[src/rtl/core/mekb_pkg.sv]
`default_nettype none

package mekb_pkg;

  // Default coordinate width of the registers and of the source position fields
  localparam int COORD_WIDTH_DEF = 12;

  // Geometry of one source byte
  localparam int PIXELS_PER_BYTE = 8;
  localparam int LANE_IDX_W      = $clog2(PIXELS_PER_BYTE);
  localparam int PIX_W           = 8;

  // Result side
  localparam int ADDR_W      = 24;
  localparam int OUT_TDATA_W = ((ADDR_W + PIX_W + 7) / 8) * 8;

  // Configuration port
  localparam int CFG_IDX_W = 3;

  localparam logic MODE_1BPP = 1'b0;
  localparam logic MODE_8BPP = 1'b1;

  typedef enum logic [CFG_IDX_W-1:0] {
    REG_BPP_MODE       = 3'd0,
    REG_KEY_OR_FILL    = 3'd1,
    REG_DEST_X         = 3'd2,
    REG_DEST_Y         = 3'd3,
    REG_SURFACE_WIDTH  = 3'd4,
    REG_SURFACE_HEIGHT = 3'd5,
    REG_SURFACE_PITCH  = 3'd6,
    REG_SOURCE_WIDTH   = 3'd7
  } cfg_reg_t;

  // One source byte after the lanes: which pixels survive and the address parts
  typedef struct packed {
    logic [PIXELS_PER_BYTE-1:0] mask;   // lane 0 is the leftmost pixel
    logic [ADDR_W-1:0]          prod;   // (dest_y + row) * pitch, wrapped
    logic [ADDR_W-1:0]          xbase;  // dest_x + first column of the byte
    logic [PIX_W-1:0]           pixel;
  } blit_req_t;

endpackage

`default_nettype wire

[src/rtl/core/mekb_lane.sv]
`default_nettype none

// One pixel position of a source byte: column and clip decision
module mekb_lane #(
  parameter int COORD_WIDTH = mekb_pkg::COORD_WIDTH_DEF,
  parameter int LANE        = 0
) (
  input  logic                   mode,
  input  logic                   pix_bit,
  input  logic                   byte_ne_key,
  input  logic                   row_ok,
  input  logic [COORD_WIDTH-1:0] byte_col,
  input  logic [COORD_WIDTH-1:0] col_limit,
  output logic                   en
);
  import mekb_pkg::*;

  localparam logic [LANE_IDX_W-1:0] K = LANE_IDX_W'(LANE);

  logic [COORD_WIDTH+LANE_IDX_W-1:0] col;
  logic                              hit;

  always_comb begin
    if (mode == MODE_8BPP) begin
      // one pixel per byte, carried by the first lane only
      col = {{LANE_IDX_W{1'b0}}, byte_col};
      hit = (LANE == 0) && byte_ne_key;
    end else begin
      col = {byte_col, K};
      hit = pix_bit;
    end
  end

  assign en = row_ok && hit && (col < {{LANE_IDX_W{1'b0}}, col_limit});

endmodule

`default_nettype wire

[src/rtl/core/mekb_merge.sv]
`default_nettype none

// Serialise the surviving lanes of one byte, leftmost first, into an output register
module mekb_merge (
  input  logic                    clk,
  input  logic                    rst,
  input  logic                    req_valid,
  input  mekb_pkg::blit_req_t     req,
  output logic                    req_ready,
  output logic                    out_valid,
  input  logic                    out_ready,
  output logic [mekb_pkg::ADDR_W-1:0] out_address,
  output logic [mekb_pkg::PIX_W-1:0]  out_pixel,
  output logic                    out_last
);
  import mekb_pkg::*;

  logic                       s2_valid;
  blit_req_t                  s2;
  logic [LANE_IDX_W-1:0]      sel;
  logic [PIXELS_PER_BYTE-1:0] sel_hot;
  logic [PIXELS_PER_BYTE-1:0] rest;
  logic                       last;
  logic                       emit;

  // pick the lowest set lane
  always_comb begin
    sel = '0;
    for (int k = PIXELS_PER_BYTE - 1; k >= 0; k--) begin
      if (s2.mask[k]) sel = LANE_IDX_W'(k);
    end
  end

  assign sel_hot   = PIXELS_PER_BYTE'(1) << sel;
  assign rest      = s2.mask & ~sel_hot;
  assign last      = (rest == '0);
  assign emit      = s2_valid && (!out_valid || out_ready);
  assign req_ready = !s2_valid || (emit && last);

  always_ff @(posedge clk) begin
    if (rst) begin
      s2_valid  <= 1'b0;
      out_valid <= 1'b0;
    end else begin
      if (req_ready) s2_valid <= req_valid;
      if (emit) begin
        out_valid <= 1'b1;
      end else if (out_ready) begin
        out_valid <= 1'b0;
      end
    end
  end

  always_ff @(posedge clk) begin
    if (req_ready && req_valid) begin
      s2 <= req;
    end else if (emit) begin
      s2.mask <= rest;
    end
    if (emit) begin
      out_address <= s2.prod + s2.xbase + ADDR_W'(sel);
      out_pixel   <= s2.pixel;
      out_last    <= last;
    end
  end

endmodule

`default_nettype wire

[src/rtl/core/mono_expand_color_key_blit_top.sv]
// The first write of a source byte reaches the master side through the input register,
//   the lanes and the row multiply, the serialiser's request register and the output register.
// Throughput: one write per cycle while the master side is ready; a byte with n surviving
//   pixels gives n writes (at most eight in 1bpp, one in 8bpp), a byte with none is dropped.
// Reset: synchronous, active high; clears the configuration registers to 0 and empties
//   the pipeline.
`default_nettype none

module mono_expand_color_key_blit_top #(
  parameter int COORD_WIDTH = mekb_pkg::COORD_WIDTH_DEF
) (
  input  logic clk,
  input  logic rst,
  // configuration write port
  input  logic                                 cfg_wr_en,
  input  logic [mekb_pkg::CFG_IDX_W-1:0]       cfg_index,
  input  logic [((COORD_WIDTH > mekb_pkg::PIX_W) ? COORD_WIDTH : mekb_pkg::PIX_W)-1:0]
                                               cfg_wdata,
  // source bytes
  input  logic                                 s_axis_tvalid,
  output logic                                 s_axis_tready,
  // source_row, source_column, source_byte, zero pad
  input  logic [((2*COORD_WIDTH + mekb_pkg::PIX_W + 7) / 8) * 8 - 1:0] s_axis_tdata,
  // surface writes
  output logic                                 m_axis_tvalid,
  input  logic                                 m_axis_tready,
  // write_address, write_pixel
  output logic [mekb_pkg::OUT_TDATA_W-1:0]     m_axis_tdata,
  output logic                                 m_axis_tlast     // last_write
);
  import mekb_pkg::*;

  localparam int CW    = COORD_WIDTH;
  localparam int COL_W = CW + LANE_IDX_W;

  // ---------------------------------------------------------------------------
  // Configuration registers; unenforced by the block, the user writes them only while the block is idle
  // ---------------------------------------------------------------------------
  logic                bpp_mode;
  logic [PIX_W-1:0]    key_or_fill;
  logic [CW-1:0]       dest_x;
  logic [CW-1:0]       dest_y;
  logic [CW-1:0]       surface_width;
  logic [CW-1:0]       surface_height;
  logic [CW-1:0]       surface_pitch;
  logic [CW-1:0]       source_width;

  always_ff @(posedge clk) begin
    if (rst) begin
      bpp_mode       <= MODE_1BPP;
      key_or_fill    <= '0;
      dest_x         <= '0;
      dest_y         <= '0;
      surface_width  <= '0;
      surface_height <= '0;
      surface_pitch  <= '0;
      source_width   <= '0;
    end else if (cfg_wr_en) begin
      unique case (cfg_reg_t'(cfg_index))
        REG_BPP_MODE:       bpp_mode       <= cfg_wdata[0];
        REG_KEY_OR_FILL:    key_or_fill    <= cfg_wdata[PIX_W-1:0];
        REG_DEST_X:         dest_x         <= cfg_wdata[CW-1:0];
        REG_DEST_Y:         dest_y         <= cfg_wdata[CW-1:0];
        REG_SURFACE_WIDTH:  surface_width  <= cfg_wdata[CW-1:0];
        REG_SURFACE_HEIGHT: surface_height <= cfg_wdata[CW-1:0];
        REG_SURFACE_PITCH:  surface_pitch  <= cfg_wdata[CW-1:0];
        REG_SOURCE_WIDTH:   source_width   <= cfg_wdata[CW-1:0];
        default: ;
      endcase
    end
  end

  // ---------------------------------------------------------------------------
  // Input register: hold one request until its lane result moves on
  // ---------------------------------------------------------------------------
  logic             s1_valid;
  logic [CW-1:0]    s1_row;
  logic [CW-1:0]    s1_col;
  logic [PIX_W-1:0] s1_byte;

  logic             req_valid;
  logic             req_ready;
  blit_req_t        req;
  logic [PIXELS_PER_BYTE-1:0] lane_en;

  // free when empty, when the request yields no write (drop it), or when the
  // serialiser takes it
  assign s_axis_tready = !s1_valid || (lane_en == '0) || req_ready;

  always_ff @(posedge clk) begin
    if (rst) begin
      s1_valid <= 1'b0;
    end else if (s_axis_tready) begin
      s1_valid <= s_axis_tvalid;
    end
  end

  always_ff @(posedge clk) begin
    if (s_axis_tvalid && s_axis_tready) begin
      s1_row  <= s_axis_tdata[CW-1:0];
      s1_col  <= s_axis_tdata[2*CW-1:CW];
      s1_byte <= s_axis_tdata[2*CW+PIX_W-1:2*CW];
    end
  end

  // ---------------------------------------------------------------------------
  // Clip edges: right and bottom only, an edge left of or above the origin clips all
  // ---------------------------------------------------------------------------
  logic [CW-1:0] col_span;
  logic [CW-1:0] col_limit;
  logic [CW-1:0] row_limit;
  logic          row_ok;
  logic          byte_ne_key;

  assign col_span    = (surface_width > dest_x) ? surface_width - dest_x : '0;
  assign col_limit   = (source_width < col_span) ? source_width : col_span;
  assign row_limit   = (surface_height > dest_y) ? surface_height - dest_y : '0;
  assign row_ok      = (s1_row < row_limit);
  assign byte_ne_key = (s1_byte != key_or_fill);

  // ---------------------------------------------------------------------------
  // Lanes: one per pixel of the byte, MSB is lane 0
  // ---------------------------------------------------------------------------
  for (genvar k = 0; k < PIXELS_PER_BYTE; k++) begin : g_lane
    mekb_lane #(
      .COORD_WIDTH (CW),
      .LANE        (k)
    ) u_lane (
      .mode        (bpp_mode),
      .pix_bit     (s1_byte[PIX_W-1-k]),
      .byte_ne_key (byte_ne_key),
      .row_ok      (row_ok),
      .byte_col    (s1_col),
      .col_limit   (col_limit),
      .en          (lane_en[k])
    );
  end

  // ---------------------------------------------------------------------------
  // Address parts shared by all lanes; the serialiser adds the lane offset
  // ---------------------------------------------------------------------------
  logic [CW:0]    row_sum;
  logic [2*CW:0]  prod_full;
  logic [COL_W-1:0] col_base;
  logic [COL_W:0] xsum;

  assign row_sum   = {1'b0, dest_y} + {1'b0, s1_row};
  assign prod_full = row_sum * surface_pitch;
  assign col_base  = (bpp_mode == MODE_8BPP) ? {{LANE_IDX_W{1'b0}}, s1_col}
                                             : {s1_col, {LANE_IDX_W{1'b0}}};
  assign xsum      = (COL_W+1)'(dest_x) + (COL_W+1)'(col_base);

  assign req_valid  = s1_valid && (lane_en != '0);
  assign req.mask   = lane_en;
  assign req.prod   = ADDR_W'(prod_full);
  assign req.xbase  = ADDR_W'(xsum);
  assign req.pixel  = (bpp_mode == MODE_8BPP) ? s1_byte : key_or_fill;

  // ---------------------------------------------------------------------------
  // Merge: serialise the surviving pixels onto the master side
  // ---------------------------------------------------------------------------
  logic [ADDR_W-1:0] wr_address;
  logic [PIX_W-1:0]  wr_pixel;

  mekb_merge u_merge (
    .clk         (clk),
    .rst         (rst),
    .req_valid   (req_valid),
    .req         (req),
    .req_ready   (req_ready),
    .out_valid   (m_axis_tvalid),
    .out_ready   (m_axis_tready),
    .out_address (wr_address),
    .out_pixel   (wr_pixel),
    .out_last    (m_axis_tlast)
  );

  assign m_axis_tdata = OUT_TDATA_W'({wr_pixel, wr_address});

  // ---------------------------------------------------------------------------
  // Assertions
  // ---------------------------------------------------------------------------
  a_out_empty_after_reset: assert property (@(posedge clk)
    rst |=> !m_axis_tvalid)
    else $error("write presented straight after reset");

  a_ready_low_only_when_held: assert property (@(posedge clk) disable iff (rst)
    !s_axis_tready |-> s1_valid)
    else $error("input stalled with an empty input register");

  a_held_request_stable: assert property (@(posedge clk) disable iff (rst)
    req_valid && !req_ready |=> s1_valid && $stable(s1_row) && $stable(s1_col)
                                && $stable(s1_byte))
    else $error("stalled request lost or changed");

  a_8bpp_single_lane: assert property (@(posedge clk) disable iff (rst)
    (bpp_mode == MODE_8BPP) && req_valid |-> (req.mask[PIXELS_PER_BYTE-1:1] == '0))
    else $error("8bpp byte produced more than one write");

endmodule

`default_nettype wire

[config.mk]
export PLATFORM = sky130hd
export DESIGN_NAME = mono_expand_color_key_blit_top
export DESIGN_NICKNAME = d
export VERILOG_FILES = /design/src/rtl/core/mekb_pkg.sv /design/src/rtl/core/mekb_lane.sv /design/src/rtl/core/mekb_merge.sv /design/src/rtl/core/mono_expand_color_key_blit_top.sv
export SDC_FILE = /design/constraint.sdc
export NUM_CORES = 1
export LEC_CHECK = 0
export BUFFER_PORTS_ARGS = -buffer_cell sky130_fd_sc_hd__buf_2
export CORE_MARGIN = 4
export CORE_UTILIZATION = 40
export DETAILED_ROUTE_END_ITERATION = 6
export HOLD_SLACK_MARGIN = 0.12
export PLACE_DENSITY = 0.64
export SETUP_SLACK_MARGIN = 0.1
export SLEW_MARGIN = 20
export SYNTH_ARGS = -nofsm -noshare
export SYNTH_HDL_FRONTEND = slang
export SYNTH_SLANG_ARGS = --single-unit
[constraint.sdc]
create_clock -name clk -period 10 [get_ports clk]
set_input_delay 0.5 -clock clk [delete_from_list [all_inputs] [get_ports clk]]
set_output_delay 0.5 -clock clk [all_outputs]
set_load 0.02 [all_outputs]
=== Yosys cells after proc, flatten, opt, wreduce, memory -nomap -nowiden ===
Index checks and enable logic that the tools add are counted.

* Flip-flop bits (word level): 205
* Output and inout bits: 35
* Bits of input ports: 52
* Word-level logic and storage cells: 125

* Bitwise gates (word level): 2
* Eq/ne operators: 8
* Reduce and logical (&&, ||, !) cells: 42
* Shift operators: 1
* Multiplexer cells: 32
* $lt $le $gt $ge: 12
* Multipliers: 1
* $add $sub $neg: 6

{| class="wikitable"
|+ Operators with widths
! operator !! number
|-
| $lt A15 B12 Y1 || 8
|-
| $mux W15 || 8
|-
| $mux W12 || 3
|-
| $add A24 B16 Y24 || 1
|-
| $add A24 B3 Y24 || 1
|-
| $gt A12 B12 Y1 || 2
|-
| $lt A12 B12 Y1 || 2
|-
| $mul A13 B12 Y24 || 1
|-
| $mux W3 || 8
|-
| $mux W8 || 3
|-
| $sub A12 B12 Y12 || 2
|-
| $logic_and A1 B1 Y1 || 21
|-
| $add A12 B15 Y16 || 1
|-
| $logic_not A8 Y1 || 2
|-
| $reduce_and A2 Y1 || 8
|-
| $add A12 B12 Y13 || 1
|-
| $eq A3 B3 Y1 const B || 4
|-
| $mux W1 || 10
|-
| $and A8 B8 Y8 || 1
|-
| $ne A8 B8 Y1 || 1
|-
| $not A8 Y8 || 1
|-
| $reduce_bool A8 Y1 || 1
|-
| $shl A1 B3 Y8 const A || 1
|-
| $eq A3 B2 Y1 const B || 2
|-
| 5 further kinds || 11
|}

=== Logic depth before layout (Yosys ltp) ===
Gate-level depths: netlist of the first run.

* Depth in word-level cells: 16
* Depth in mapped cells: 34
* Gate-level depth less buffers: 31

=== Modules after synthesis ===
A second synthesis of the first run with hierarchy kept.

* Cells, all modules: 2286
* Area, all modules: 20669.8 um^2

{| class="wikitable"
|+ By module, submodules not included
! module !! instances !! seq. area each (um^2) !! cells an instance !! area an instance (um^2)
|-
| mono_expand_color_key_blit_top || 1 || 2602.5 || 1500 || 12482.0
|-
| mekb_merge || 1 || 2952.8 || 343 || 4750.8
|-
| mekb_lane (g_lane[5].u_lane ...) || 2 || 0.0 || 55 || 434.2
|-
| mekb_lane (g_lane[4].u_lane ...) || 2 || 0.0 || 57 || 432.9
|-
| mekb_lane (g_lane[0].u_lane) || 1 || 0.0 || 54 || 439.2
|-
| mekb_lane (g_lane[2].u_lane) || 1 || 0.0 || 54 || 425.4
|-
| mekb_lane (g_lane[1].u_lane) || 1 || 0.0 || 55 || 420.4
|-
| mekb_lane (g_lane[3].u_lane) || 1 || 0.0 || 56 || 417.9
|}

=== Worst setup path after synthesis of the first run ===
Ideal clock, no wire load.

* Path type: reg2reg
* Start: register s1_row[1]
* End: register u_merge.s2[55] (netlist name) (data pin)
* Clock period less this slack: 7.443 ns
* Path buffers: 2
* Setup time: 0.259 ns
* Cell stages (with the launch flop): 33
* Required time: 9.741 ns
* Path slack: 2.557 ns
* Arrival: 7.183 ns
* Cells stage by stage: edfxtp_1 > ha_1 > a21o_1 > a21oi_1 > o21bai_1 > a21oi_1 > o21bai_1 > a21oi_1 > o21bai_1 > a2111oi_0 > or3_1 > clkbuf_1 > buf_2 > mux2_2 > fa_1 > inv_1 > fa_1 > inv_1 > fa_1 > inv_1 > fa_1 > inv_1 > fa_1 > inv_1 > ha_1 > or2_2 > a21oi_1 > a31oi_1 > a41oi_1 > a21oi_1 > a21o_1 > a21oi_1 > xnor2_1

* Word-level cells in the longest chain between the ends: 2

{| class="wikitable"
|+ RTL lines
! item !! line !! text
|-
| start: declaration || mono_expand_color_key_blit_top.sv:77 || <nowiki>logic [CW-1:0] s1_row;</nowiki>
|-
| start signal: assignment || mono_expand_color_key_blit_top.sv:100 || <nowiki>s1_row <= s_axis_tdata[CW-1:0];</nowiki>
|-
| $add A12 B12 Y13 || mono_expand_color_key_blit_top.sv:147 || <nowiki>assign row_sum = {1'b0, dest_y} + {1'b0, s1_row};</nowiki>
|-
| $mul A13 B12 Y24 || mono_expand_color_key_blit_top.sv:148 || <nowiki>assign prod_full = row_sum * surface_pitch;</nowiki>
|-
| net prod_full[23] || mono_expand_color_key_blit_top.sv:143 || <nowiki>logic [2*CW:0] prod_full;</nowiki>
|-
| end signal: assignment || mekb_merge.sv:56 || <nowiki>s2 <= req;</nowiki>
|-
| end: declaration || mekb_merge.sv:19 || <nowiki>blit_req_t s2;</nowiki>
|}

The timed path passes the listed nets, and every way through them passes these cells.
A chain may end at the register's enable or synchronous reset.

=== Final worst setup path of the first run ===
* Start: register dest_x[1]
* End: output port s_axis_tready

* Word-level cells in the longest chain between the ends: 9
* Elaborated cells between the ends (all ways): 24
* Classes of those cells: 1 x add/sub; 10 x order compare; 2 x mux; 11 x reduce/logical

{| class="wikitable"
|+ RTL lines
! item !! line !! text
|-
| start: declaration || mono_expand_color_key_blit_top.sv:41 || <nowiki>logic [CW-1:0] dest_x;</nowiki>
|-
| start signal: assignment || mono_expand_color_key_blit_top.sv:62 || <nowiki>REG_DEST_X: dest_x <= cfg_wdata[CW-1:0];</nowiki>
|-
| $sub A12 B12 Y12 or $gt A12 B12 Y1 (tied branches) || mono_expand_color_key_blit_top.sv:115 || <nowiki>assign col_span = (surface_width > dest_x) ? surface_width - dest_x : '0;</nowiki>
|-
| $mux W12 (*) || mono_expand_color_key_blit_top.sv:115 ||
|-
| $lt A12 B12 Y1 || mono_expand_color_key_blit_top.sv:116 || <nowiki>assign col_limit = (source_width < col_span) ? source_width : col_span;</nowiki>
|-
| $mux W12 (*) || mono_expand_color_key_blit_top.sv:116 ||
|-
| $lt A15 B12 Y1 || mekb_lane.sv:34 || <nowiki>assign en = row_ok && hit && (col < {{LANE_IDX_W{1'b0}}, col_limit});</nowiki>
|-
| $logic_and A1 B1 Y1 || mekb_lane.sv:34 ||
|-
| $logic_not A8 Y1 (*) || mono_expand_color_key_blit_top.sv:88 || <nowiki>assign s_axis_tready = !s1_valid || (lane_en == '0) || req_ready;</nowiki>
|-
| $logic_or A1 B1 Y1 (*) (2 in series) || mono_expand_color_key_blit_top.sv:88 ||
|-
| end: declaration || mono_expand_color_key_blit_top.sv:21 || <nowiki>output logic s_axis_tready,</nowiki>
|}

Every way passes the cells marked *; elsewhere a longest branch is shown, timed or not.

==> results of run 1 <==
==> stage by stage <==
stage	util	hold WS [ns]	worst slack, ns	cells	instance area, um2
3_3_place_gp	0.431	0.411	2.23	2396	17800
4_1_cts	0.452	0.121	1.70	2445	18600
2_1_floorplan	-	0.400	2.56	1828	16800
3_5_place_dp	0.432	0.410	1.96	2396	17800
6_report	0.452	0.140	1.67	2445	18600
5_1_grt	0.452	0.123	1.06	2445	18600
==> cell type report <==
cell class / count / area share
inverter: 202 / 0.0407
multi-input combinational: 1358 / 0.565
clock buffer: 30 / 0.0363
tap: 532 / 0.0357
timing repair buffer: 103 / 0.0305
sequential: 205 / 0.285
clock inverter: 15 / 0.00645
==> cells by family after synthesis <==
kind of cell             Yosys count  synth area share
buffers and inverters            265            0.0600
adder cells (fa/ha/maj)          288             0.266
flip-flops                       205             0.316
AO/OA/AOI/OAI                    319             0.117
XOR/XNOR                          73            0.0380
multiplexers                      37            0.0241
AND/OR/NAND/NOR                  641             0.179
==> worst max-delay path, delay by kind of cell, from the launching register on <==
kind | cells | cell delay (ns)
AND/OR/NAND/NOR | 10 | 2.65
AO/OA/AOI/OAI | 13 | 2.38
adder cells (fa/ha/maj) | 3 | 0.94
buffers and inverters | 3 | 0.52
multiplexers | 1 | 0.41
flip-flops | 1 | 0.40
==> per-layer routing <==
metal / GRT usage / share of wire / wire length [um] / up-vias
met5: 0 / 0 / 0 / -
met4: 0.0453 / 0.024 / 994 / 0
met3: 0.0317 / 0.058 / 2390 / 55
met2: 0.291 / 0.44 / 18200 / 298
met1: 0.264 / 0.47 / 19400 / 6006
li1: - / - / - / 6328
==> flip-flops by register name, summed over array words and instances, names as in the netlist, 8 cells and up <==
| signal | count |
|---|---|
| dest_x | 12 |
| dest_y | 12 |
| key_or_fill | 8 |
| s1_byte | 8 |
| s1_col | 12 |
| s1_row | 12 |
| source_width | 12 |
| surface_height | 12 |
| surface_pitch | 12 |
| surface_width | 12 |
| u_merge.out_address | 24 |
| u_merge.out_pixel | 8 |
| u_merge.s2 | 56 |
==> synthesized netlist by cell type (29+ instances only) <==
cell type	instances	share of area
sky130_fd_sc_hd__a21oi_1	149	0.044
sky130_fd_sc_hd__and2_1	63	0.023
sky130_fd_sc_hd__clkbuf_1	55	0.012
sky130_fd_sc_hd__dfxtp_1	84	0.10
sky130_fd_sc_hd__edfxtp_1	121	0.22
sky130_fd_sc_hd__fa_1	117	0.14
sky130_fd_sc_hd__ha_1	170	0.13
sky130_fd_sc_hd__inv_1	202	0.045
sky130_fd_sc_hd__nand2_1	322	0.072
sky130_fd_sc_hd__nand2b_1	29	0.011
sky130_fd_sc_hd__nand3_1	29	0.0086
sky130_fd_sc_hd__nor2_1	76	0.017
sky130_fd_sc_hd__o21ai_0	49	0.015
sky130_fd_sc_hd__xnor2_1	55	0.029
==> how the worst max path moves through the flow <==
stage | start | to | slack (ns) | cells past startpoint
after floorplan | s1_row[1] | u_merge.s2[55] | 2.56 | 32
after global placement | s1_row[1] | u_merge.s2[55] | 2.23 | 30
after detailed placement | dest_x[1] | s1_row[9] | 1.96 | 29
after CTS | dest_x[1] | s_axis_tready | 1.70 | 30
after global routing | dest_x[1] | s_axis_tready | 1.06 | 30
final | dest_x[1] | s_axis_tready | 1.67 | 30
==> power groups by stage <==
stage                     clock, mW  sequential, mW  combinational [mW]
after global routing          0.926           0.950               0.477
after detailed placement          0           0.965               0.417
final                         0.868           0.947               0.422
after global placement            0           0.965               0.408
after CTS                     0.895           0.947               0.421
after floorplan                   0           0.957               0.306
==> results.py, run 1 <==
metrics = {
    "status": {
        "outcome": "completed",
    },
    "placement": {
        "place.gp.congestion": 0.885,
        "post_detailed_placement_half_perimeter_wirelength_um": 32100,
        "buffer_ports.inserted": 86,
    },
    "power_and_ir_drop": {
        "power.net_switching_uw": 639,
        "switching_fraction_of_total_power": 0.286,
        "power_density_nw_per_um2": 120,
        "clock_power_share": 0.388,
        "p_int_mw": 1.60,
        "total_power_mw": 2.24,
        "static-leakage-power_nw": 7.92,
        "vdd_drop_max_uv": 98.6,
        "pwr-share-comb": 0.188,
        "portion_of_total_power_attributed_to_sequential_cells": 0.423,
    },
    "worst_setup_path": {
        "worstPathRequired_ns": 9.50,
        "crit_slowest_cell": "sky130_fd_sc_hd__nor4_1",
        "crit_type": "flop to output port",
        "worst_setup_path_end_kind": "output port",
        "rr_endpoint": "s1_byte[0]",
        "reg2reg_from": "dest_x[1]",
        "critical_path_fanout_max": 29,
        "critical_path_arrival_ns": 7.83,
        "slowest_cell_delay_on_critical_path_ns": 0.55,
        "worst-r2r-setup-slack_ns": 1.89,
        "number_of_cells_traversed_by_the_worst_register_to_register_path": 29,
        "worst_setup_path_start_kind": "flop",
    },
    "sta": {
        "timing_max_transition_violations_final": 0,
        "max_freq_ghz": 0.120,
        "hold_viol_final": 0,
        "max_slew_margin": 0.310,
        "worstMarginPinSlew_ns": 1.03,
        "final_period_minus_worst_setup_slack_ns": 8.33,
        "grt_setup_unrepaired": "false",
        "finClkSkew_ns": 0.0396,
        "tns_ns": 0,
        "setup_viol": 0,
        "fin_crit_sh": 0.833,
    },
    "cells_and_area": {
        "num_antenna_cells": 0,
        "final_cell_mix": "322 x sky130_fd_sc_hd__nand2_1, 202 x sky130_fd_sc_hd__inv_1, 170 x sky130_fd_sc_hd__ha_1, 149 x sky130_fd_sc_hd__a21oi_1, 121 x sky130_fd_sc_hd__edfxtp_1",
        "multi_input_comb_area_um2": 10500,
        "ff_latch_area_um2": 5320,
        "final_common_cell": "sky130_fd_sc_hd__nand2_1",
        "filler_cell_count": 3960,
        "final_layout_size_suffix_gt1_frac": 0.0988,
        "design.final.nets": 2234,
        "area.growth.synth_to_final_pct": 10.7,
    },
    "grt": {
        "grt_usage": 0.184,
        "grt_pass1_vias": 12752,
        "initial_antenna_violation_count": 0,
        "grt_pass1_wl_um": 67700,
        "pin_count_of_the_biggest_net_entering_global_routing": 86,
        "grt.overflow.total": 0,
    },
    "routing": {
        "wirelength_um": 40900,
        "drt-initial-drc-count": 747,
        "routed-via-count": 12687,
        "detail_route.drc_violations": 0,
        "dr.pass1.iters": 5,
        "ant_nets": 0,
        "routedWlPerCell_um": 16.7,
        "vias_per_cell": 5.19,
    },
    "worst_hold_path": {
        "min_path_cells": 1,
        "hold_path.startpoint": "s_axis_tdata[14]",
        "holdCritPathClass": "input pin to flop",
        "worst_hold_endpoint": "s1_col[2]",
    },
    "cts": {
        "clock_latency_reported_for_the_late_side_of_the_worst_skew_pair_ns": 0.54,
        "cts.repair.resized": 0,
        "postCtsSetupRepairBufs": 0,
        "cts_tree": "yes",
        "path_clk_slew_ns": 0.06,
        "cts_root_buffer": "sky130_fd_sc_hd__clkbuf_16",
        "cts_buf_count": 25,
        "cts_sinks": 205,
        "clk_path_buf_depth": 3,
        "clock_tree.htree_level_count": 1,
        "holdBufCountCts": 4,
    },
    "job": {
        "max-cap-violations": 0,
    },
    "floorplanning": {
        "fp.coreArea_um2": 41200,
        "rows": 74,
        "chipHeight_um": 213,
        "start_util": 0.408,
        "floorplan_die_area_um2": 45400,
        "dieWidth_um": 213,
        "boundaryPins": 87,
    },
    "synth": {
        "synth-edff-count": 121,
        "postSynthCellCount": 1828,
        "postSynthRegisterBits": 205,
        "synth_seq_area_share": 0.316,
        "yosys_most_used_dff": "sky130_fd_sc_hd__edfxtp_1",
        "synth.yosys.warnings": 0,
        "mappedNetlistNets": 2167,
        "summed_instance_area_of_the_synthesized_netlist_um2": 16800,
        "netlist-cell-type-count": 75,
        "synth-async-reset-ratio": 0,
        "syn_avg_cell_area_um2": 9.20,
    },
}
(Power assumes the default switching activity.)
==> inputs of run 2 (changes only) <==
--- a/config.mk
+++ b/config.mk
@@ -10,7 +10,7 @@
 export CORE_UTILIZATION = 40
 export DETAILED_ROUTE_END_ITERATION = 6
 export HOLD_SLACK_MARGIN = 0.12
-export PLACE_DENSITY = 0.64
+export PLACE_DENSITY = 0.66
 export SETUP_SLACK_MARGIN = 0.1
 export SLEW_MARGIN = 20
 export SYNTH_ARGS = -nofsm -noshare
==> constraint.sdc (replaced) <==
create_clock -name clk -period 7.5 [get_ports clk]
set_input_delay 0.375 -clock clk [delete_from_list [all_inputs] [get_ports clk]]
set_output_delay 0.375 -clock clk [all_outputs]
set_load 0.02 [all_outputs]
==> results.py, run 2 (synthesis gave the netlist of run 1 again) <==
metrics = {
    "status": {
        "outcome": "completed",
    },
    "routing": {
        "vias_per_cell": 5.27,
        "routedWlPerCell_um": 17.0,
        "ant_nets": 0,
        "drt-initial-drc-count": 878,
        "routed-via-count": 13218,
        "dr.pass1.iters": 5,
        "wirelength_um": 42600,
        "detail_route.drc_violations": 0,
    },
    "cells_and_area": {
        "final_cell_mix": "321 x sky130_fd_sc_hd__nand2_1, 199 x sky130_fd_sc_hd__inv_1, 159 x sky130_fd_sc_hd__ha_1, 138 x sky130_fd_sc_hd__a21oi_1, 121 x sky130_fd_sc_hd__edfxtp_1",
        "largest_register_ffs": 56,
        "filler_cell_count": 3802,
        "multi_input_comb_area_um2": 11000,
        "ff_latch_area_um2": 5320,
        "finalInstanceArea_um2": 19800,
        "final_util": 0.481,
        "design.final.nets": 2295,
        "num_antenna_cells": 0,
        "area.growth.synth_to_final_pct": 17.9,
        "final_common_cell": "sky130_fd_sc_hd__nand2_1",
        "biggestRegsByFlops": "u_merge.s2 x56, u_merge.out_address x24",
        "final_layout_size_suffix_gt1_frac": 0.147,
        "largest-register": "u_merge.s2",
    },
    "worst_setup_path": {
        "worst_setup_path_start_kind": "flop",
        "path_delay_family": "compound AO/OA/AOI/OAI gates",
        "critical_path_fanout_max": 6,
        "crit_type": "flop to output port",
        "crit_slowest_cell": "sky130_fd_sc_hd__fa_2",
        "worst_setup_path_end_kind": "output port",
        "slowest_cell_delay_on_critical_path_ns": 0.40,
        "worstPathRequired_ns": 7.12,
        "path_buf_inv": 3,
        "critical_path_arrival_ns": 6.85,
    },
    "power_and_ir_drop": {
        "p_int_mw": 2.43,
        "power.net_switching_uw": 931,
        "clock_power_share": 0.412,
        "switching_fraction_of_total_power": 0.277,
        "power_density_nw_per_um2": 169,
        "pwr-share-comb": 0.212,
        "vdd_drop_max_uv": 123,
        "portion_of_total_power_attributed_to_sequential_cells": 0.376,
        "static-leakage-power_nw": 8.38,
    },
    "sta": {
        "fin_crit_sh": 0.964,
        "finClkSkew_ns": 0.0268,
        "final_period_minus_worst_setup_slack_ns": 7.23,
        "worstMarginPinSlew_ns": 0.972,
        "max_slew_margin": 0.349,
        "max_freq_ghz": 0.138,
        "setup_viol": 0,
        "hold_viol_final": 0,
        "grt_setup_unrepaired": "true",
        "timing_max_transition_violations_final": 0,
    },
    "floorplanning": {
        "dieWidth_um": 213,
        "boundaryPins": 87,
        "rows": 74,
        "floorplan_die_area_um2": 45400,
        "chipHeight_um": 213,
        "start_util": 0.408,
        "fp.coreArea_um2": 41200,
    },
    "placement": {
        "post_detailed_placement_half_perimeter_wirelength_um": 32000,
        "place_area_um2": 17900,
        "buffer_ports.inserted": 86,
        "place.gp.congestion": 0.890,
    },
    "cts": {
        "cts_sinks": 205,
        "clock_tree.htree_level_count": 1,
        "clock_latency_reported_for_the_late_side_of_the_worst_skew_pair_ns": 0.53,
        "cts_tree": "yes",
        "clk_path_buf_depth": 3,
        "path_clk_slew_ns": 0.07,
        "cts_root_buffer": "sky130_fd_sc_hd__clkbuf_16",
        "cts_buf_count": 25,
    },
    "grt": {
        "global_route.usage.met3": 0.0319,
        "grt.met2_usage": 0.301,
        "grt_pass1_wl_um": 68300,
        "grt_pass1_vias": 13240,
        "pin_count_of_the_biggest_net_entering_global_routing": 86,
        "grt_usage": 0.185,
        "grt.overflow.total": 0,
        "globalRoute.busiestLayer": "met2",
        "initial_antenna_violation_count": 1,
        "globalRouteMet1Util": 0.256,
    },
    "job": {
        "max-cap-violations": 0,
    },
    "worst_hold_path": {
        "holdCritPathClass": "input pin to flop",
    },
}
==> run 2: cell count changes in the layout (fill, tap and decap cells not counted), sizes merged <==
cell	previous run	this run
a21oi	150	151
buf	99	130
bufinv	1	7
clkbuf	30	29
clkinv	7	5
clkinvlp	2	0
dlygate4sd3	4	33
inv	207	206
==> run 2: routing by layer <==
layer | part of all wire | vias up | wire length [um]
met5 | 0.00016 | - | 7
met4 | 0.026 | 2 | 1130
met3 | 0.062 | 72 | 2630
met2 | 0.47 | 375 | 19800
met1 | 0.45 | 6328 | 19000
li1 | - | 6441 | -
==> run 2: cell type report <==
| cell class | instances | share of cell area |
|---|---|---|
| clock buffers | 29 | 0.0339 |
| flip-flops and latches | 205 | 0.268 |
| clock inverters | 16 | 0.0137 |
| inverters | 202 | 0.0384 |
| multi-input cells | 1359 | 0.554 |
| well taps | 532 | 0.0336 |
| repair buffers | 163 | 0.0578 |
==> run 2: per-stage QoR <==
stage	TNS (ns)	setup WS, ns	hold WS (ns)	power, mW	cells
finish	0	0.270	0.177	3.36	2506
global route	-0.0178	-0.0178	0.185	3.51	2506
CTS	0	0.102	0.166	3.28	2484
detailed placement	-0.0605	-0.0605	0.409	1.85	2403
global placement	0	0.138	0.408	1.83	2403
floorplan	0	0.113	0.400	1.68	1828
==> run 2: what timing repair did <==
item | 4_1_cts | 5_1_grt
hold buffers | 33 | 0
gates cloned | 1 | 0
endpoints found under the hold margin | 33 | 0
endpoints found under the setup margin | 19 | 30
gates resized for setup | 19 | 81
buffers inserted | 2 | 22
pin swaps | 4 | 48
==> run 2: final timing paths <==
kind	startpoint	endpoint	slack, ns	cells after the start
worst max-delay path	dest_x[0]	s_axis_tready	0.27	31
worst min-delay path	cfg_wdata[9]	surface_width[9]	0.18	3
worst max register to register	s1_row[0]	u_merge.s2[55]	0.42	28
worst min register to register	u_merge.s2[4]	u_merge.out_pixel[4]	0.42	0
==> run 2: worst min-delay path, stage by stage <==
cell and delay, ns:
sky130_fd_sc_hd__buf_2 0.16, sky130_fd_sc_hd__nand2_1 0.07, sky130_fd_sc_hd__a21oi_1 0.05
==> run 2: power groups by stage <==
| stage | sequential (mW) | combinational [mW] | clock [mW] |
|---|---|---|---|
| after CTS | 1.26 | 0.605 | 1.41 |
| after global routing | 1.27 | 0.788 | 1.46 |
| final | 1.26 | 0.713 | 1.38 |
| after global placement | 1.29 | 0.545 | 0 |
| after detailed placement | 1.29 | 0.562 | 0 |
| after floorplan | 1.28 | 0.408 | 0 |
